File: config.mk
export PLATFORM = sky130hd
export DESIGN_NAME = dual_three_axis_iir_lowpass_top
export DESIGN_NICKNAME = d
export VERILOG_FILES = /design/src/sv/iirlp_pkg.sv /design/src/sv/iirlp_lane.sv /design/src/sv/iirlp_merge.sv /design/src/sv/dual_three_axis_iir_lowpass_top.sv
export SDC_FILE = /design/constraint.sdc
export NUM_CORES = 1
export LEC_CHECK = 0
export ABC_AREA = 1
export BUFFER_PORTS_ARGS = -buffer_cell sky130_fd_sc_hd__buf_2
export CAP_MARGIN = 20
export CORE_MARGIN = 3
export CORE_UTILIZATION = 50
export CTS_BUF_LIST = sky130_fd_sc_hd__clkbuf_8
export CTS_CLUSTER_DIAMETER = 40
export DETAILED_ROUTE_END_ITERATION = 8
export PLACE_DENSITY = 0.67
export RECOVER_POWER = 50
export SYNTH_ARGS = -nofsm -noshare
export SYNTH_HDL_FRONTEND = slang
export SYNTH_SLANG_ARGS = --single-unit
export TNS_END_PERCENT = 20
File: constraint.sdc
create_clock -name clock -period 8.9 [get_ports clock]
set_input_delay 1.78 -clock clock [delete_from_list [all_inputs] [get_ports clock]]
set_output_delay 1.78 -clock clock [all_outputs]
set_load 0.02 [all_outputs]
File: src/sv/iirlp_pkg.sv
`timescale 1ns / 1ps

package iirlp_pkg;

   localparam int SAMPLE_W = 16;
   localparam int SHIFT_W  = 4;
   localparam int AXES     = 3;

   localparam logic [SHIFT_W-1:0] GYRO_SHIFT_RESET = 4'd2;
   localparam logic [SHIFT_W-1:0] MAG_SHIFT_RESET  = 4'd3;

   localparam logic KIND_FILTER = 1'b0;
   localparam logic KIND_RESET  = 1'b1;

   localparam logic CHAN_GYRO = 1'b0;
   localparam logic CHAN_MAG  = 1'b1;

   localparam logic CSR_GYRO_SHIFT = 1'b0;
   localparam logic CSR_MAG_SHIFT  = 1'b1;

   typedef enum logic [1:0] {
      STATUS_OK     = 2'd0,
      STATUS_REJECT = 2'd1,
      STATUS_RESET  = 2'd2
   } status_type;

   typedef struct packed {
      logic                       kind;
      logic                       channel;
      logic signed [SAMPLE_W-1:0] sample_x;
      logic signed [SAMPLE_W-1:0] sample_y;
      logic signed [SAMPLE_W-1:0] sample_z;
   } req_type;

   typedef struct packed {
      status_type                 status;
      logic signed [SAMPLE_W-1:0] filtered_x;
      logic signed [SAMPLE_W-1:0] filtered_y;
      logic signed [SAMPLE_W-1:0] filtered_z;
   } rsp_type;

   typedef struct packed {
      logic               clr;
      logic               load;
      logic               upd;
      logic               channel;
      logic [SHIFT_W-1:0] shift;
   } lane_ctl_type;

endpackage

File: src/sv/iirlp_lane.sv
`timescale 1ns / 1ps

module iirlp_lane #(
   parameter int FRACTION_BITS = 8
) (
   input  logic                                 clock,
   input  logic                                 reset,
   input  iirlp_pkg::lane_ctl_type              ctl,
   input  logic signed [iirlp_pkg::SAMPLE_W-1:0] sample,
   output logic signed [iirlp_pkg::SAMPLE_W-1:0] filtered
);
   import iirlp_pkg::*;

   localparam int ACC_W = SAMPLE_W + FRACTION_BITS;

   logic signed [ACC_W-1:0] acc_ff [2];
   logic signed [ACC_W-1:0] acc_in [2];
   logic signed [ACC_W-1:0] acc_cur;
   logic signed [ACC_W-1:0] target;
   logic signed [ACC_W:0]   diff;
   logic signed [ACC_W:0]   diff_sh;
   logic signed [ACC_W:0]   sum;
   logic signed [ACC_W-1:0] acc_next;

   assign acc_cur  = acc_ff[ctl.channel];
   assign target   = ACC_W'(sample) <<< FRACTION_BITS;
   assign diff     = (ACC_W+1)'(target) - (ACC_W+1)'(acc_cur);
   assign diff_sh  = diff >>> ctl.shift;
   assign sum      = (ACC_W+1)'(acc_cur) + diff_sh;
   assign acc_next = ACC_W'(sum);

   always_comb begin
      acc_in[0] = acc_ff[0];
      acc_in[1] = acc_ff[1];
      if (ctl.clr) begin
         acc_in[ctl.channel] = '0;
      end else if (ctl.load) begin
         acc_in[ctl.channel] = target;
      end else if (ctl.upd) begin
         acc_in[ctl.channel] = acc_next;
      end
   end

   assign filtered = ctl.load ? sample : acc_next[FRACTION_BITS +: SAMPLE_W];

   always_ff @(posedge clock) begin
      if (reset) begin
         acc_ff[0] <= '0;
         acc_ff[1] <= '0;
      end else begin
         acc_ff[0] <= acc_in[0];
         acc_ff[1] <= acc_in[1];
      end
   end

endmodule

File: src/sv/iirlp_merge.sv
`timescale 1ns / 1ps

module iirlp_merge (
   input  logic                                 clock,
   input  logic                                 reset,
   input  logic                                 in_valid,
   input  iirlp_pkg::status_type                in_status,
   input  logic signed [iirlp_pkg::SAMPLE_W-1:0] lane_val [iirlp_pkg::AXES],
   input  logic                                 rsp_stall,
   output logic                                 rsp_valid,
   output iirlp_pkg::rsp_type                   rsp_data,
   output logic                                 full
);
   import iirlp_pkg::*;

   rsp_type merged;
   rsp_type out_ff, out_in;
   rsp_type skid_ff, skid_in;
   logic    out_valid_ff, out_valid_in;
   logic    skid_valid_ff, skid_valid_in;
   logic    out_take;
   logic    pass;

   // combine lane results, zero unless filtered
   always_comb begin
      pass              = (in_status == STATUS_OK);
      merged.status     = in_status;
      merged.filtered_x = pass ? lane_val[0] : '0;
      merged.filtered_y = pass ? lane_val[1] : '0;
      merged.filtered_z = pass ? lane_val[2] : '0;
   end

   assign out_take = out_valid_ff && !rsp_stall;

   always_comb begin
      out_in        = out_ff;
      skid_in       = skid_ff;
      out_valid_in  = out_valid_ff;
      skid_valid_in = skid_valid_ff;
      if (skid_valid_ff) begin
         if (out_take) begin
            out_in        = skid_ff;
            skid_valid_in = 1'b0;
         end
      end else if (in_valid) begin
         if (!out_valid_ff || out_take) begin
            out_in       = merged;
            out_valid_in = 1'b1;
         end else begin
            skid_in       = merged;
            skid_valid_in = 1'b1;
         end
      end else if (out_take) begin
         out_valid_in = 1'b0;
      end
   end

   always_ff @(posedge clock) begin
      if (reset) begin
         out_valid_ff  <= 1'b0;
         skid_valid_ff <= 1'b0;
      end else begin
         out_valid_ff  <= out_valid_in;
         skid_valid_ff <= skid_valid_in;
      end
   end

   always_ff @(posedge clock) begin
      out_ff  <= out_in;
      skid_ff <= skid_in;
   end

   assign rsp_valid = out_valid_ff;
   assign rsp_data  = out_ff;
   assign full      = skid_valid_ff;

endmodule

File: src/sv/dual_three_axis_iir_lowpass_top.sv
`timescale 1ns / 1ps
// channel   direction  handshake            payload
// req       in         req_valid/req_stall  req_data (kind, channel, xyz sample)
// rsp       out        rsp_valid/rsp_stall  rsp_data (status, filtered xyz)
// csr       in         csr_we               csr_index, csr_wdata
//
// one request per cycle unless req_stall; response registered in output or skid entry
// the three axis lanes update their accumulators in the accept cycle
// a two-entry output buffer (register plus skid) holds responses under rsp_stall
// req_stall rises only when both entries are full
// synchronous reset clears accumulators and primed flags and reloads the default shifts

module dual_three_axis_iir_lowpass_top #(
   parameter int FRACTION_BITS = 8
) (
   input  logic                                 clock,
   input  logic                                 reset,
   input  logic                                 req_valid,
   output logic                                 req_stall,
   input  iirlp_pkg::req_type                   req_data,
   output logic                                 rsp_valid,
   input  logic                                 rsp_stall,
   output iirlp_pkg::rsp_type                   rsp_data,
   input  logic                                 csr_we,
   input  logic                                 csr_index,
   input  logic [iirlp_pkg::SHIFT_W-1:0]        csr_wdata
);
   import iirlp_pkg::*;

   logic [SHIFT_W-1:0]         gyro_shift_ff, gyro_shift_in;
   logic [SHIFT_W-1:0]         mag_shift_ff, mag_shift_in;
   logic [1:0]                 primed_ff, primed_in;
   logic                       req_accept;
   logic                       frame_bad;
   logic                       primed_cur;
   status_type                 status;
   lane_ctl_type               ctl;
   logic signed [SAMPLE_W-1:0] samples  [AXES];
   logic signed [SAMPLE_W-1:0] lane_val [AXES];
   logic                       buf_full;

   assign req_stall  = buf_full;
   assign req_accept = req_valid && !req_stall;

   assign samples[0] = req_data.sample_x;
   assign samples[1] = req_data.sample_y;
   assign samples[2] = req_data.sample_z;

   assign frame_bad =
      (req_data.sample_x == '0 && req_data.sample_y == '0 && req_data.sample_z == '0) ||
      (req_data.sample_x == '1 && req_data.sample_y == '1 && req_data.sample_z == '1);

   assign primed_cur = primed_ff[req_data.channel];

   always_comb begin
      if (req_data.kind == KIND_RESET) begin
         status = STATUS_RESET;
      end else if (frame_bad) begin
         status = STATUS_REJECT;
      end else begin
         status = STATUS_OK;
      end
   end

   always_comb begin
      ctl.channel = req_data.channel;
      ctl.shift   = (req_data.channel == CHAN_MAG) ? mag_shift_ff : gyro_shift_ff;
      ctl.clr     = req_accept && (status == STATUS_RESET);
      ctl.load    = req_accept && (status == STATUS_OK) && !primed_cur;
      ctl.upd     = req_accept && (status == STATUS_OK) && primed_cur;
   end

   always_comb begin
      primed_in = primed_ff;
      if (ctl.clr) begin
         primed_in[req_data.channel] = 1'b0;
      end else if (ctl.load) begin
         primed_in[req_data.channel] = 1'b1;
      end
   end

   always_comb begin
      gyro_shift_in = gyro_shift_ff;
      mag_shift_in  = mag_shift_ff;
      if (csr_we) begin
         case (csr_index)
            CSR_GYRO_SHIFT: gyro_shift_in = csr_wdata;
            CSR_MAG_SHIFT:  mag_shift_in  = csr_wdata;
            default:        gyro_shift_in = gyro_shift_ff;
         endcase
      end
   end

   always_ff @(posedge clock) begin
      if (reset) begin
         gyro_shift_ff <= GYRO_SHIFT_RESET;
         mag_shift_ff  <= MAG_SHIFT_RESET;
         primed_ff     <= '0;
      end else begin
         gyro_shift_ff <= gyro_shift_in;
         mag_shift_ff  <= mag_shift_in;
         primed_ff     <= primed_in;
      end
   end

   for (genvar i = 0; i < AXES; i++) begin : g_lane
      iirlp_lane #(
         .FRACTION_BITS(FRACTION_BITS)
      ) u_lane (
         .clock    (clock),
         .reset    (reset),
         .ctl      (ctl),
         .sample   (samples[i]),
         .filtered (lane_val[i])
      );
   end

   iirlp_merge u_merge (
      .clock     (clock),
      .reset     (reset),
      .in_valid  (req_accept),
      .in_status (status),
      .lane_val  (lane_val),
      .rsp_stall (rsp_stall),
      .rsp_valid (rsp_valid),
      .rsp_data  (rsp_data),
      .full      (buf_full)
   );

   // skid entry only fills behind a held output
   a_skid_behind_out: assert property (@(posedge clock) disable iff (reset)
      buf_full |-> rsp_valid)
      else $error("skid entry valid without output entry");

   // channel reset drops the primed flag
   a_reset_unprimes: assert property (@(posedge clock) disable iff (reset)
      (req_accept && req_data.kind == KIND_RESET)
      |=> !primed_ff[$past(req_data.channel)])
      else $error("channel still primed after reset request");

   // every accepted request leaves a response pending
   a_accept_gives_rsp: assert property (@(posedge clock) disable iff (reset)
      req_accept |=> rsp_valid)
      else $error("accepted request produced no response");

   // a drained buffer with no new request goes empty
   a_drain_empty: assert property (@(posedge clock) disable iff (reset)
      (rsp_valid && !rsp_stall && !req_accept && !buf_full) |=> !rsp_valid)
      else $error("response repeated after it was taken");

endmodule

[Word-level counts from Yosys, hierarchy flattened]
Memories as Yosys holds them, arrays and structs flattened.
Cells that the tools add are included.
W data, S select, Z words.
Word-level totals
  flip-flop bits (word level): 112
  bits in writable memories: 144
  input bits: 60
  output and inout bits: 52
  word-level logic and storage cells: 135
  memories kept: 3
Operators by class
  $add $sub $neg: 6
  $lt $le $gt $ge: 4
  equality and inequality tests: 6
  shifts and indexed selects: 3
  muxes and demuxes: 52
  bitwise gates (word level): 17
  reduce and logical (&&, ||, !) cells: 31
Memory list
  g_lane[0].u_lane.acc_ff: words 2, width 24, rd ports 3, clocked after memory_dff 0, write ports 2, line iirlp_lane.sv:16  | logic signed [ACC_W-1:0] acc_ff [2];
  g_lane[1].u_lane.acc_ff: words 2, width 24, rd ports 3, clocked after memory_dff 0, write ports 2, line iirlp_lane.sv:16
  g_lane[2].u_lane.acc_ff: words 2, width 24, rd ports 3, clocked after memory_dff 0, write ports 2, line iirlp_lane.sv:16
Operators with widths (number)
  $mux W48: 9
  $bwmux W48: 6
  $mux W50: 4
  $mux W24: 7
  $and A48 B48 Y48: 3
  $mux W16: 6
  $sshr A25 B4 Y24: 3
  $sub A24 B24 Y25: 3
  $add A24 B24 Y24: 3
  $eq A16 B16 Y1 const B: 3
  $logic_not A16 Y1: 3
  $not A48 Y48: 1
  $demux W24 S1: 1
  $mux W1: 14
  $logic_and A1 B1 Y1: 12
  $reduce_and A3 Y1: 3
  $reduce_bool A2 Y1: 4
  $mux W2: 3
  $or A1 B1 Y1: 6
  $logic_not A1 Y1: 4
  $mux W4: 1
  $reduce_and A2 Y1: 2
  $not A1 Y1: 3
  $and A2 B2 Y2: 1
  other kinds (13): 14

[Depth between registers and ports, before layout]
Gate-level depths: netlist of run 1.
  word-level depth: 14
  mapped depth: 44
  depth with buffers taken out: 41

[By module]
A second synthesis of run 1 with hierarchy kept.
Unflattened totals
  cell total of the unflattened synthesis: 3562
  area, all modules: 22716.8 µm²
By module, submodules not included
  iirlp_lane at g_lane[2].u_lane: instances 1, cells each 1003, area an instance 5885.6 µm², seq. area each 960.9 µm²
  iirlp_lane at g_lane[1].u_lane: instances 1, cells each 1002, area an instance 5878.1 µm², seq. area each 960.9 µm²
  iirlp_lane at g_lane[0].u_lane: instances 1, cells each 998, area an instance 5874.4 µm², seq. area each 960.9 µm²
  iirlp_merge: instances 1, cells each 389, area an instance 4240.3 µm², seq. area each 3042.9 µm²
  dual_three_axis_iir_lowpass_top: instances 1, cells each 170, area an instance 838.3 µm², seq. area each 200.2 µm²

[Worst setup path after synthesis of run 1]
Ideal clock, no wire load.
  path type: input to register
  from: input port req_data[48] (netlist name)
  to: register u_merge.out_ff (netlist bit u_merge.rsp_data[26]), data pin
  library setup time: 0.131 ns
  arrival time: 6.804 ns
  path slack: 1.965 ns
  stages: 36
  path buffers: 5
  cell sequence: buf_6 buf_6 buf_2 buf_2 clkbuf_1 o21ai_0 ha_1 a21oi_1 o21ai_0 nor2_1 o31ai_4 xnor2_1 nand2_1 o21ai_1 or2_2 nand3_1 nand3_1 o21ai_0 ha_1 inv_1 fa_1 nand3b_1 nand2_1 nand3_1 nor2_1 nor2_1 o21ai_1 a21oi_1 o21ai_1 a21oi_1 xor2_1 a21boi_1 inv_1 nor2_1 nand2_1 nand2_1
RTL lines
  start: declaration: line dual_three_axis_iir_lowpass_top.sv:20  | input iirlp_pkg::req_type req_data,
  end signal: assignment: line iirlp_merge.sv:69  | out_ff <= out_in;
  end: declaration: line iirlp_merge.sv:17  | rsp_type out_ff, out_in;

==> results of run 1 <==
==> flip-flops by register name (all words and copies together), names as in the netlist, named ones only <==
register,count
g_lane.u_lane.acc_ff,144
gyro_shift_ff,4
mag_shift_ff,4
u_merge.full,1
u_merge.rsp_data,50
u_merge.rsp_valid,1
u_merge.skid_ff,50
==> cells in the final DEF, fill, tap and decap left out, types with 18 or more instances in the layout <==
| cell | instances |
|---|---|
| a21oi_1 | 313 |
| a22oi_1 | 51 |
| buf_2 | 55 |
| buf_4 | 105 |
| clkbuf_1 | 58 |
| clkbuf_8 | 55 |
| dfxtp_1 | 156 |
| edfxtp_1 | 100 |
| ha_1 | 135 |
| inv_1 | 279 |
| nand2_1 | 811 |
| nand2_2 | 18 |
| nand3_1 | 309 |
| nand4_1 | 39 |
| nor2_1 | 211 |
| nor4_1 | 24 |
| o21ai_0 | 286 |
| o21ai_1 | 39 |
| or2_2 | 76 |
| xnor2_1 | 42 |
| xor2_1 | 63 |
==> report_power, final <==
part | internal, mW | total, mW | switching [mW] | leakage [nW]
logic | 0.927 | 2.79 | 1.86 | 8.66
registers | 1.37 | 1.43 | 0.0556 | 2.24
clock network | 0.818 | 1.39 | 0.569 | 0.600
total | 3.12 | 5.61 | 2.49 | 11.5
==> cell families (layout without fill, tap and decap cells) <==
family	count (synthesis)	in the layout
buf+inv	442	601
fa+ha+maj	138	138
flops	256	256
compound gates	782	782
simple gates	1550	1550
mux	6	6
xor+xnor	106	106
==> area by class of cell <==
class,instances,area (um2),share of cell area
clock inverters,37,427,0.0175
clock buffers,55,757,0.0310
flip-flops and latches,256,6130,0.251
well taps,577,722,0.0296
inverters,288,1080,0.0443
repair buffers,221,1330,0.0543
multi-input cells,2582,14000,0.572
==> routing by layer <==
layer / share of wire / GRT usage
met1: 0.46 / 0.493
met2: 0.40 / 0.471
met3: 0.11 / 0.0835
met4: 0.027 / 0.0947
met5: 0.00016 / 0
==> worst min-delay path, stage by stage (launching register included) <==
cell and delay (ps):
dfxtp_1 310, nand2_1 60, a21oi_1 60
==> how the worst min path moves through the flow <==
| stage | start | endpoint | slack (ps) | depth (start not counted) |
|---|---|---|---|---|
| 2_1_floorplan | gyro_shift_ff[1]$_SDFFE_PP1P_ | gyro_shift_ff[1]$_SDFFE_PP1P_ | 430 | 2 |
| 3_3_place_gp | g_lane[1].u_lane.acc_ff[0][23]$_SDFFE_PP0P_ | g_lane[1].u_lane.acc_ff[0][23]$_SDFFE_PP0P_ | 450 | 2 |
| 3_5_place_dp | g_lane[2].u_lane.acc_ff[0][23]$_SDFFE_PP0P_ | g_lane[2].u_lane.acc_ff[0][23]$_SDFFE_PP0P_ | 470 | 2 |
| 4_1_cts | g_lane[1].u_lane.acc_ff[0][23]$_SDFFE_PP0P_ | g_lane[1].u_lane.acc_ff[0][23]$_SDFFE_PP0P_ | 480 | 2 |
| 5_1_grt | g_lane[2].u_lane.acc_ff[1][23]$_SDFFE_PP0P_ | g_lane[2].u_lane.acc_ff[1][23]$_SDFFE_PP0P_ | 500 | 2 |
| 6_report | g_lane[1].u_lane.acc_ff[0][23]$_SDFFE_PP0P_ | g_lane[1].u_lane.acc_ff[0][23]$_SDFFE_PP0P_ | 480 | 2 |
==> Yosys cell counts, types with 13 or more instances <==
cell and n:
a21oi_1 314, or2_2 76, ha_1 135, nand4_1 39, a21o_1 13, buf_1 28
dfxtp_1 156, nor4_1 24, o21ai_0 286, xor2_1 63, o21ai_2 15, edfxtp_1 100
a22oi_1 51, clkbuf_1 88, nand2_1 812, o21ai_1 42, xnor2_1 42, nor3_1 13
buf_2 33, inv_1 274, nor2_1 215, nand2_2 17, nand3_1 309
==> impl_results.md, run 1 <==
- # IOs: 112
- Setup Fix Bufs, Post-CTS: 0
- Antenna violations before repair: 1
- Core outline area: 0.0425 mm2
- DRT Pass-1 Iters: 6
- Initial Util: 0.512
- Placed Instances: 3924
- Max Cap Viol: 5
- Worst EP required: 9440 ps
- Post-synthesis compound-gate area fraction: 0.199
- Post-Synthesis Cell Area: 0.0218 mm2
- Clk_skew: 29.7 ps
- CP endpoint: g_lane[0].u_lane.acc_ff[0][23]$_SDFFE_PP0P_
- Critical path class: flop to flop
- P_leak: 11.5 nW
- Synth warn: 0
- Final Cycle Share: 0.869
- Vias in the first global route: 21539
- Setup crit end kind: flop
- CTS tree: yes
- Synth Area in XOR/XNOR: 0.0430
- Main combinational cell family by area after synthesis: simple AND/OR/NAND/NOR gates
- Slew @ Worst Pin: 2840 ps
- CTS Hold Buffers Added: 0
- Largest net degree at the start of global routing: 89
- Clock sink count: 256
- Fin worst setup slack: 1170 ps
- Cell taking the most area after synthesis: dfxtp_1
- Worst Setup SP: u_merge.full$_SDFF_PP0_
- Synthesized instance count: 3280
- # resized after CTS: 0
- Syn Area/Cell: 6.64 um2
- Top cell by count, worst path: inv_1
- H-tree Lvls: 2
- Die ar.: 0.0461 mm2
- Maximum buffer depth of the clock tree: 3
- Post-DP HPWL: 60900 um
- Worst path max stage delay: 1820 ps
- Status: finished with violations
- Post-route ant nets: 0
- Row count: 75
- Via count: 23514
- Fin area: 0.0244 mm2
- Final Max Slew Viols: 240
- Reg2reg end: g_lane[0].u_lane.acc_ff[0][23]$_SDFFE_PP0P_
- Wire length per cell: 19.9 um
- #FFs+latches synth: 256
- RSZ-0062 raised after global routing: false
- Final Hold Vio Count: 0
- Post-synthesis mux area share: 0.00276
- Synth cell types: 61
- Simple-gate share of the synthesized area: 0.313
- Critical path fanouts, max: 58
- Num CTS Buffers: 50
- Share of layout cells above drive strength 1: 0.121
- Pre-CTS setup slack: 863 ps
- Ys flop type: dfxtp_1
- Die Height: 215 um
- Overall Power: 5.61 mW
- Peak VDD IR: 0.000168 V
- CP max stage cell: clkbuf_1
- Rel. slew slack: -0.891
- Clk_lat worst skew: 620 ps
- Worst path depth: 11
- Clock-pin slew on the worst setup and hold paths: 70 ps
- Area grow syn2layout: 12.1%
- Reg2reg start: u_merge.full$_SDFF_PP0_
- Final Critical Period: 7730 ps
- Synth top area cells: dfxtp_1, nand2_1, edfxtp_1
- Setup TNS Final: 0 ps
- Non-Filler Instances: 4016
- Syn_nets: 3478
- Post-synth EDFFs: 100
- Sequential fraction of the synthesis area: 0.281
- Area share of fa/ha/maj cells after synthesis: 0.0803
- WP data arrival: 8270 ps
- Gpl congestion: 1.02
- PortBufs: 111
- CP Launch Type: flop
- Fin util: 0.574
- Share of Yosys cell area claimed by the top area cell type: 0.143
- Violated checks: capacitance limit, slew limit
- Fillers: 4213
- R2r setup slk: 1170 ps
- DRC: 0
- Worst Reg2Reg Path Length in Cells: 11
- CP Buf/Inv Count: 5
- First-pass GRT wire length: 122000 um
- Vias per cell: 5.86
- Hold Crit Class: flop to flop
- Routed WL: 79800 um
- Post-synthesis async set-or-reset flop share: 0
- Worst Hold Slack: 476 ps
- Grt ovf: 0
- Fin nets: 3597
- Drt initial violations: 2521
- F_max: 129 MHz
- Power per cell area: 230 mW/mm2
- GRT Total Usage: 0.331
- Die X-Extent: 215 um
- N_diodes: 0
- Root Buffer: clkbuf_8
- Family with the most delay on the worst path: buffers and inverters
- CP cell instances: clkbuf_1 -> inv_1 -> nand2_1 -> nor2_1 -> inv_1 -> nand2_1 -> inv_1 -> nor2_2 -> inv_2 -> a21oi_1 -> a21oi_1
- Final setup fails: 0
- Post-DP Area: 0.0233 mm2
No activity file was read; power rests on OpenSTA's default activity.
==> run 2: changes to the inputs <==
BUFFER_PORTS_ARGS = -buffer_cell sky130_fd_sc_hd__buf_4   (was -buffer_cell sky130_fd_sc_hd__buf_2)
==> impl_results.md, run 2 (synthesized netlist as in run 1, its figures left out) <==
- Status: finished with violations (unchanged)
- Violated checks: capacitance limit, slew limit (unchanged)
- Reg2reg end: g_lane[0].u_lane.acc_ff[1][0]$_SDFFE_PP0P_ (was g_lane[0].u_lane.acc_ff[0][23]$_SDFFE_PP0P_)
- Largest net degree at the start of global routing: 97 (was 89)
- Post-DP Area: 0.0231 mm2 (was 0.0233 mm2)
- Sw Share: 0.455 (was 0.444)
- Final Cycle Share: 0.879 (was 0.869)
- Met3 wire length: 7640 um (was 9110 um)
- GRT Total Usage: 0.325 (was 0.331)
- Worst hold start: g_lane[2].u_lane.acc_ff[0][23]$_SDFFE_PP0P_ (was g_lane[1].u_lane.acc_ff[0][23]$_SDFFE_PP0P_)
- F_max: 128 MHz (was 129 MHz)
- Int Pwr: 2.91 mW (was 3.12 mW)
- Area grow syn2layout: 9.62% (was 12.1%)
- M1 wire length: 36600 um (was 36400 um)
- PortBufs: 111 (unchanged)
- Clk_lat worst skew: 640 ps (was 620 ps)
- Routed WL: 78200 um (was 79800 um)
- Rel. slew slack: -1.70 (was -0.891)
- Most frequent cells in the layout: nand2_1, a21oi_1, nand3_1 (unchanged)
- R2r setup slk: 1080 ps (was 1170 ps)
- Most common cell after layout, fill and taps aside: nand2_1 (unchanged)
- Via count: 23199 (was 23514)
- Root Buffer: clkbuf_8 (unchanged)
- Fillers: 4302 (was 4213)
- Setup crit end kind: flop (unchanged)
- Met2 routed WL: 32400 um (was 32200 um)
- Reg2reg start: u_merge.full$_SDFF_PP0_ (unchanged)
- Min-Delay Path Depth: 2 (unchanged)
- Vias per cell: 5.89 (was 5.86)
- Clock sink count: 256 (unchanged)
- Power per cell area: 224 mW/mm2 (was 230 mW/mm2)
- # IOs: 112 (unchanged)
- # resized after CTS: 0 (unchanged)
- Final setup fails: 0 (unchanged)
- Hold Crit Class: flop to flop (unchanged)
- Fin worst setup slack: 1070 ps (was 1170 ps)
- Max FFs per register: 144 (unchanged)
- CP max stage cell: nor4_1 (was clkbuf_1)
- Maximum buffer depth of the clock tree: 3 (unchanged)
- Core outline area: 0.0425 mm2 (unchanged)
- RSZ-0062 raised after global routing: false (unchanged)
- Family with the most delay on the worst path: simple AND/OR/NAND/NOR gates (was buffers and inverters)
- First-pass GRT wire length: 121000 um (was 122000 um)
- CTS Hold Buffers Added: 0 (unchanged)
- Vias in the first global route: 21280 (was 21539)
- Hold path endpoint: g_lane[2].u_lane.acc_ff[0][23]$_SDFFE_PP0P_ (was g_lane[1].u_lane.acc_ff[0][23]$_SDFFE_PP0P_)
- H-tree Lvls: 2 (unchanged)
- Clock-pin slew on the worst setup and hold paths: 60 ps (was 70 ps)
- Critical path fanouts, max: 25 (was 58)
- Clock network power share: 0.230 (was 0.247)
- Die X-Extent: 215 um (unchanged)
- Fin area: 0.0239 mm2 (was 0.0244 mm2)
- Clk_skew: 40.7 ps (was 29.7 ps)
- Fin nets: 3522 (was 3597)
- Wire length per cell: 19.9 um (about the same)
- Final Hold Vio Count: 0 (unchanged)
- Max Cap Viol: 5 (unchanged)
- P_leak: 11.2 nW (was 11.5 nW)
- Num CTS Buffers: 48 (was 50)
- Highest routed layer: met4 (was met5)
- CP Buf/Inv Count: 3 (was 5)
- Gpl congestion: 1.03 (was 1.02)
- CP Launch Type: primary input (was flop)
- Setup TNS Final: 0 ps (unchanged)
- Final Max Slew Viols: 304 (was 240)
- Critical path class: primary input to flop (was flop to flop)
- Post-route ant nets: 0 (unchanged)
- Worst EP required: 9180 ps (was 9440 ps)
- Worst Reg2Reg Path Length in Cells: 13 (was 11)
- Final Critical Period: 7830 ps (was 7730 ps)
- Pre-CTS setup slack: 803 ps (was 863 ps)
- Initial Util: 0.512 (unchanged)
- DRC: 0 (unchanged)
- Row count: 75 (unchanged)
- Share of layout cells above drive strength 1: 0.0964 (was 0.121)
- NetSw: 2.43 mW (was 2.49 mW)
- Die Height: 215 um (unchanged)
- Worst path max stage delay: 660 ps (was 1820 ps)
- Comb pwr share: 0.502 (was 0.498)
- DRT Pass-1 Iters: 6 (unchanged)
- N_diodes: 0 (unchanged)
- Slew @ Worst Pin: 4050 ps (was 2840 ps)
- Grt ovf: 0 (unchanged)
- Setup Fix Bufs, Post-CTS: 0 (unchanged)
- Drt initial violations: 2573 (was 2521)
- Register with the most flip-flops: g_lane.u_lane.acc_ff (unchanged)
- Peak VDD IR: 0.000148 V (was 0.000168 V)
- Post-DP HPWL: 59000 um (was 60900 um)
- Die ar.: 0.0461 mm2 (unchanged)
- Antenna violations before repair: 0 (was 1)
- Fraction of power consumed by sequential logic: 0.268 (was 0.255)
- CTS tree: yes (unchanged)
- WP data arrival: 8100 ps (was 8270 ps)
==> run 2: final cells by class <==
class,count,area [um2],share of cell area
well taps,577,722,0.0302
clock buffers,53,729,0.0306
clock inverters,34,297,0.0124
multi-input cells,2582,14000,0.586
inverters,288,1080,0.0453
flip-flops and latches,256,6130,0.257
repair buffers,148,937,0.0393
==> run 2: worst register-to-register path: stages (launching register included) <==
cell,delay [ps]
dfxtp_2,310
clkbuf_1,1790
inv_1,1520
nand2_1,660
nor2_1,80
inv_1,140
nand2_1,60
inv_1,1260
nor2_1,520
nand2_1,420
nor2_1,110
clkbuf_2,420
a22oi_1,320
nor2_1,60
==> run 2: metrics by stage <==
step / total power [mW] / hold WS (ps) / std cells / util
after floorplan: 3.29 / 429 / 3280 / -
after global routing: 5.69 / 491 / 3938 / 0.561
final: 5.34 / 470 / 3938 / 0.561
after global placement: 4.06 / 455 / 3851 / 0.543
after detailed placement: 4.08 / 460 / 3851 / 0.543
after CTS: 5.32 / 468 / 3938 / 0.567
==> run 2: power groups by stage <==
stage	registers [mW]	logic, mW	clock network, mW
after detailed placement	1.45	2.62	0
after CTS	1.43	2.64	1.24
after global routing	1.44	2.95	1.30
after global placement	1.45	2.61	0
after floorplan	1.49	1.80	0
final	1.43	2.68	1.23
==> run 2: worst max-delay path by stage <==
stage,slack (ps),cells after the start,from,to
after floorplan,1960,36,req_data[48],u_merge.rsp_data[26]$_DFFE_PP_
final,1070,30,req_data[48],u_merge.rsp_data[31]$_DFFE_PP_
after global routing,400,13,u_merge.full$_SDFF_PP0_,g_lane[0].u_lane.acc_ff[1][0]$_SDFFE_PP0P_
after detailed placement,800,34,req_data[48],u_merge.rsp_data[26]$_DFFE_PP_
after CTS,1440,34,req_data[48],u_merge.rsp_data[26]$_DFFE_PP_
after global placement,700,34,req_data[48],u_merge.rsp_data[26]$_DFFE_PP_
==> run 2: metal layers <==
metal	global-route usage	vias up
li1	-	11181
met1	0.498	10799
met2	0.474	1116
met3	0.0587	103
met4	0.0716	0
met5	0	-
